===== src/hdl/rau_pkg.sv =====
`default_nettype none
package rau_pkg;
    localparam int VW = 32;
    localparam int WW = 64;

    localparam logic [2:0] CMD_ADD = 3'd0;
    localparam logic [2:0] CMD_SUB = 3'd1;
    localparam logic [2:0] CMD_MUL = 3'd2;
    localparam logic [2:0] CMD_DIV = 3'd3;
    localparam logic [2:0] CMD_EQ  = 3'd4;

    localparam logic [1:0] ST_OK  = 2'd0;
    localparam logic [1:0] ST_ZERO = 2'd1;
    localparam logic [1:0] ST_OVF = 2'd2;

    typedef enum logic [1:0] {
        DIV_IDLE,
        DIV_RUN,
        DIV_DONE
    } div_state_t;

    typedef struct packed {
        logic          start;
        logic [WW-1:0] dividend;
        logic [WW-1:0] divisor;
    } div_req_t;

    typedef struct packed {
        logic          done;
        logic [WW-1:0] quot;
        logic [WW-1:0] rem;
    } div_rsp_t;

    typedef enum logic [4:0] {
        S_IDLE,
        S_A_G0,  S_A_GW,  S_A_N0,  S_A_NW,  S_A_D0,  S_A_DW,
        S_B_G0,  S_B_GW,  S_B_N0,  S_B_NW,  S_B_D0,  S_B_DW,
        S_DISP,
        S_M1,    S_M2,    S_M3,    S_SUM,
        S_R_G0,  S_R_GW,  S_R_N0,  S_R_NW,  S_R_D0,  S_R_DW,
        S_CHK,   S_OUT
    } seq_state_t;
endpackage
`default_nettype wire


===== src/hdl/rau_div.sv =====
`default_nettype none
// Restoring divider, one quotient bit per cycle.
module rau_div (
    input  wire logic              clk,
    input  wire logic              rst_n,
    input  wire rau_pkg::div_req_t req,
    output rau_pkg::div_rsp_t      rsp
);
    import rau_pkg::*;

    div_state_t    state_reg, state_next;
    logic [6:0]    cnt_reg, cnt_next;
    logic [WW-1:0] q_reg, q_next;
    logic [WW-1:0] r_reg, r_next;
    logic [WW-1:0] d_reg, d_next;
    logic [WW:0]   trial;

    always_ff @(posedge clk or negedge rst_n)
    begin
        if (!rst_n)
        begin
            state_reg <= DIV_IDLE;
            cnt_reg   <= '0;
        end
        else
        begin
            state_reg <= state_next;
            cnt_reg   <= cnt_next;
        end
    end

    always_ff @(posedge clk)
    begin
        q_reg <= q_next;
        r_reg <= r_next;
        d_reg <= d_next;
    end

    always_comb
    begin
        state_next = state_reg;
        cnt_next   = cnt_reg;
        q_next     = q_reg;
        r_next     = r_reg;
        d_next     = d_reg;
        trial      = {r_reg, q_reg[WW-1]} - {1'b0, d_reg};
        unique case (state_reg)
            DIV_IDLE:
            begin
                if (req.start)
                begin
                    q_next     = req.dividend;
                    r_next     = '0;
                    d_next     = req.divisor;
                    cnt_next   = 7'(WW);
                    state_next = DIV_RUN;
                end
            end
            DIV_RUN:
            begin
                if (!trial[WW])
                    r_next = trial[WW-1:0];
                else
                    r_next = {r_reg[WW-2:0], q_reg[WW-1]};
                q_next   = {q_reg[WW-2:0], ~trial[WW]};
                cnt_next = cnt_reg - 7'd1;
                if (cnt_reg == 7'd1)
                    state_next = DIV_DONE;
            end
            DIV_DONE:
                state_next = DIV_IDLE;
            default:
                state_next = DIV_IDLE;
        endcase
    end

    assign rsp.done = (state_reg == DIV_DONE);
    assign rsp.quot = q_reg;
    assign rsp.rem  = r_reg;
endmodule
`default_nettype wire


===== config.mk =====
export PLATFORM = sky130hd
export DESIGN_NAME = rau_div
export DESIGN_NICKNAME = d
export VERILOG_FILES = /design/src/hdl/rau_pkg.sv /design/src/hdl/rau_div.sv
export SDC_FILE = /design/constraint.sdc
export NUM_CORES = 1
export LEC_CHECK = 0
export ABC_AREA = 1
export BUFFER_PORTS_ARGS = -buffer_cell sky130_fd_sc_hd__buf_2
export CAP_MARGIN = 10
export CORE_MARGIN = 2
export CORE_UTILIZATION = 40
export DETAILED_ROUTE_END_ITERATION = 10
export MAX_ROUTING_LAYER = met4
export PLACE_DENSITY_LB_ADDON = 0.12
export SLEW_MARGIN = 10
export SYNTH_ARGS = -nofsm -noshare
export SYNTH_HDL_FRONTEND = slang
export SYNTH_SLANG_ARGS = --single-unit

===== constraint.sdc =====
create_clock -name clk -period 5.1 [get_ports clk]
set_input_delay 0.765 -clock clk [delete_from_list [all_inputs] [get_ports clk]]
set_output_delay 0.765 -clock clk [all_outputs]
set_load 0.005 [all_outputs]

## Word-level counts from Yosys, hierarchy flattened

Index checks and enable logic that the tools add are counted.

| cells by class | value |
|---|---|
| $add $sub $neg | 2 |
| eq/ne operators | 5 |
| muxes and demuxes | 10 |
| bitwise gates (word level) | 1 |
| reductions and logical operators | 5 |

Operators with widths:

| cell | count |
|---|---|
| $pmux W64 S2 | 2 |
| $mux W64 | 3 |
| $sub A65 B64 Y65 | 1 |
| $pmux W7 S2 | 1 |
| $eq A7 B1 Y1 const B | 1 |
| $mux W7 | 1 |
| $sub A7 B1 Y7 const B | 1 |
| $reduce_and A2 Y1 | 3 |
| $mux W2 | 2 |
| $ne A2 B2 Y1 const B | 2 |
| $pmux W2 S2 | 1 |
| $eq A2 B1 Y1 const B | 1 |
| $eq A2 B2 Y1 const B | 1 |
| $logic_not A2 Y1 | 1 |
| $reduce_bool A2 Y1 | 1 |
| $not A1 Y1 | 1 |

| word-level totals | value |
|---|---|
| register bits after elaboration | 201 |
| input port bits | 131 |
| output and inout port bits | 129 |
| word-level logic and storage cells | 28 |

## Depth between registers and ports, before layout

| logic depth | value |
|---|---|
| depth after elaboration | 3 |
| depth in mapped cells | 20 |
| gate-level depth less buffers | 19 |

## Worst setup path before layout

OpenSTA, ideal clock, no wires.

| timing | value |
|---|---|
| path type | in2reg |
| from | input req[128] in the netlist's numbering |
| to | register q_reg[0], enable pin |
| library setup time | 1,122 ps |
| arrival time | 3,010 ps |
| data required time | 3,978 ps |
| setup slack | 968 ps |
| stages on the path | 2 |
| buffers on the path | 0 |
| cells stage by stage | nand2_1 nand2_1 |

| between the ends | value |
|---|---|
| cells in the longest elaborated chain, start to end | 2 |

RTL lines:

| item | line | RTL |
|---|---|---|
| from (decl) | rau_div.sv:6 | `input wire rau_pkg::div_req_t req,` |
| $ne A2 B2 Y1 (no source line) | - |  |
| $reduce_and A2 Y1 (no source line) | - |  |
| to (signal assigned) | rau_div.sv:34 | `q_reg <= q_next;` |
| to (decl) | rau_div.sv:13 | `logic [WW-1:0] q_reg, q_next;` |

Every way passes these cells.
A chain may end at the register's enable or synchronous reset.

## Worst setup path in the final report

| timing | value |
|---|---|
| from | register r_reg[13] |
| to | register r_reg[35], data pin |

| between the ends | value |
|---|---|
| cells in the longest elaborated chain, start to end | 3 |

RTL lines:

| item | line | RTL |
|---|---|---|
| from (decl) | rau_div.sv:14 | `logic [WW-1:0] r_reg, r_next;` |
| from (signal assigned) | rau_div.sv:35 | `r_reg <= r_next;` |
| $sub A65 B64 Y65 | rau_div.sv:46 | `trial = {r_reg, q_reg[WW-1]} - {1'b0, d_reg};` |
| $mux W64 | rau_div.sv:61 | `if (!trial[WW])` |
| $pmux W64 S2 | rau_div.sv:47 | `unique case (state_reg)` |

Every way passes these cells.

==> out/metrics.json <==
{
  "routing": {
    "routedWlPerCell_um": 16.19,
    "vias_per_cell": 4.650,
    "detail_route.iter0.violations": 872,
    "totalWireLength_mm": 46.65,
    "first_pass_iters": 5,
    "postRouteAntennaNets": 0,
    "detailroute.via_count": 13400,
    "drt_drc_violations_left": 0
  },
  "logic_synthesis": {
    "synth.ff_latch_count": 201,
    "ys_warn_count": 0,
    "synth_sequential_area_ratio_pct": 40.91,
    "ys_async_sr_fraction_pct": 4.478,
    "postSynthNetCount": 2338,
    "mappedNetlistArea_um2": 14650,
    "syn_inst": 2140,
    "avgSynthCellArea_um2": 6.844,
    "synth_edf_count": 192,
    "dominantRegCellSynth": "edfxtp_1",
    "yosysUniqueCellTypes": 36
  },
  "sta": {
    "tightestPinTransition_ps": 832.4,
    "grt_setup_unrepaired": "false",
    "max_slew_margin_pct": 44.51,
    "post-route-worst-setup-slack_ps": 2178,
    "timing.final.crit_share_pct": 57.29,
    "skew_ps": 13.73,
    "final_hold_viol_count": 0,
    "max_freq_ghz": 0.3423,
    "timing_max_transition_violations_final": 0,
    "finalWorstPathRequiredPeriod_ps": 2922,
    "totalNegativeSetupSlack_ps": 0,
    "setup_viol": 0
  },
  "finish": {
    "regArea_um2": 5991,
    "final.fill_count": 3827,
    "final_common_cell": "nand2_1",
    "layout-drive-gt1-share_pct": 14.56,
    "area_growth_syn_to_layout_pct": 16.34,
    "multi_input_area_um2": 6855,
    "most-common-layout-cells": "nand2_1, inv_1, buf_2",
    "nNetsFinal": 2594,
    "filler_free_cell_count_of_the_finished_design": 2881,
    "final_core_utilization_pct": 46.88
  },
  "floorplan": {
    "design.die.area_um2": 38160,
    "fp.dieW_um": 195.3,
    "die_height_um": 195.3,
    "floorplan.initialDensity_pct": 40.29,
    "placement_rows": 70,
    "fp.coreArea_um2": 36350,
    "num_io_pins": 260
  },
  "setup_path": {
    "rr_endpoint": "r_reg[35]",
    "worst_setup_path_startpoint": "r_reg[13]",
    "worst-r2r-setup-slack_ps": 2180,
    "critical_path.endpoint": "r_reg[35]",
    "worstPathArrival_ps": 3200,
    "critical_path_required_ps": 5370,
    "r2r_start": "r_reg[13]",
    "timing.reg2reg.worst_path_depth": 14,
    "category_of_the_worst_setup_path_launch_point": "register",
    "critical_path_class": "register to register",
    "worstSetupEndpointType": "register",
    "worst-path-max-fanout": 4
  },
  "grt": {
    "global_route_wire_length_before_repair_mm": 72.51,
    "met2_usage_grt_pct": 40.00,
    "met3_usage_pct": 4.180,
    "busiest_layer": "met2",
    "global_route.usage.total_pct": 25.22,
    "pin_count_of_the_biggest_net_entering_global_routing": 67,
    "antenna_found_initial": 3,
    "grt_overflow_total": 0,
    "first_global_vias": 12960,
    "grt_use_met1_pct": 33.53
  },
  "worst_hold_path": {
    "holdCritPathClass": "input port to asynchronous set/reset pin"
  },
  "clock_network": {
    "clk_transition_reported_paths_ps": 60,
    "clock_latency_ps": 530,
    "tritoncts_num_sinks": 201,
    "htreeDepth": 1,
    "clock_buffers_created_by_tritoncts": 23,
    "cts_hold_buf": 0,
    "setup_fix_bufs_post_cts": 0,
    "clockRootBuffer": "clkbuf_16",
    "tritoncts": "built",
    "cts_buffer_depth": 3,
    "number_of_resized_instances_in_the_post_cts_repair_step": 0
  },
  "power_and_ir_drop": {
    "leakagePower_nw": 9.555,
    "p_comb_share_pct": 60.3,
    "power.density_nw_per_um2": 725.3,
    "internal_power_mw": 6.214,
    "p_sw_mw": 6.145,
    "ir_drop_mv": 0.2952,
    "sequentialPowerShare_pct": 27.5,
    "pwr-share-clk_pct": 12.2,
    "switching_share_pct": 49.72
  },
  "placement": {
    "final_hpwl_from_detailed_placement_mm": 38.07,
    "io_buffers": 259,
    "dp_cells": 2839,
    "preCtsSetupSlack_ps": 2195,
    "place.gp.congestion": 0.9581
  },
  "job": {
    "drv.max_cap_violation_count": 0
  },
  "run_status": {
    "outcome": "finished, final reports clean"
  }
}
## worst max-delay path, stage by stage, from the launching register on
cell	delay [ps]
edfxtp_1	420
ha_1	410
nand2_1	120
nor2_1	170
inv_1	50
nor2_1	300
nand4_1	160
nand3_1	360
nand3_1	220
nand2_1	100
nand2_1	50
nand2_1	100
nand2_1	70
nand2_1	80
nor2_1	40
## cells in the mapped netlist (all sizes together) (15+ instances only)
library cell  instances  share of area [%]
inv                 421                 11
ha                   66                5.6
a21oi                62                2.2
nor3                 16               0.58
nand3                63                2.2
nor2                232                6.3
clkbuf               18               0.46
nand4                15               0.64
buf                  16                1.1
edfxtp              192                 39
nand2               956                 25
xor2                 31                1.9
## metrics by stage
stage	instance area, µm²	total power [mW]	hold WS, ps
global placement	16370	10.86	457.4
global route	17040	13.63	75.53
finish	17040	12.36	82.50
CTS	17030	12.51	63.33
floorplan	14650	8.583	440.2
detailed placement	16370	10.93	458.9
## cell families (layout without fill, tap and decap cells)
| group | count (synthesis) | after routing | synth area share [%] |
|---|---|---|---|
| buffers and inverters | 456 | 726 | 12.35 |
| other | 0 | 3 | 0 |
| adder cells (fa/ha/maj) | 67 | 67 | 5.775 |
| flip-flops | 201 | 201 | 40.91 |
| XOR/XNOR | 31 | 31 | 1.854 |
| AND/OR/NAND/NOR | 1302 | 1302 | 36.04 |
| AO/OA/AOI/OAI | 83 | 83 | 3.067 |
## area by class of cell
| class | count | area share, % |
|---|---|---|
| Sequential cell | 201 | 35.16 |
| Clock inverter | 8 | 0.1983 |
| Timing Repair Buffer | 265 | 7.945 |
| Clock buffer | 31 | 3.672 |
| Multi-Input combinational cell | 1483 | 40.23 |
| Inverter | 422 | 9.311 |
| Antenna cell | 3 | 0.04406 |
| Tap cell | 468 | 3.437 |
## power groups by stage
stage,registers (mW),logic (mW),clock network (mW)
after floorplan,3.45,5.13,0
after global routing,3.49,8.52,1.62
after detailed placement,3.42,7.52,0
final,3.40,7.45,1.51
after CTS,3.41,7.53,1.56
after global placement,3.42,7.44,0
## per-layer routing
layer	vias up	wire length, µm
met5	-	0
li1	7004	-
met2	346	21000
met4	0	1214
met3	53	2911
met1	5995	21530
## worst min path at each step
stage / from / to / slack [ps] / cells past startpoint
after floorplan: cnt_reg[4] / cnt_reg[4] / 440 / 1
after global placement: cnt_reg[4] / cnt_reg[4] / 460 / 1
after detailed placement: cnt_reg[4] / cnt_reg[4] / 460 / 1
after CTS: rst_n / cnt_reg[2] / 60 / 1
after global routing: rst_n / state_reg[0] / 80 / 1
final: rst_n / cnt_reg[1] / 80 / 1
Power figures use the tool's default switching activity.
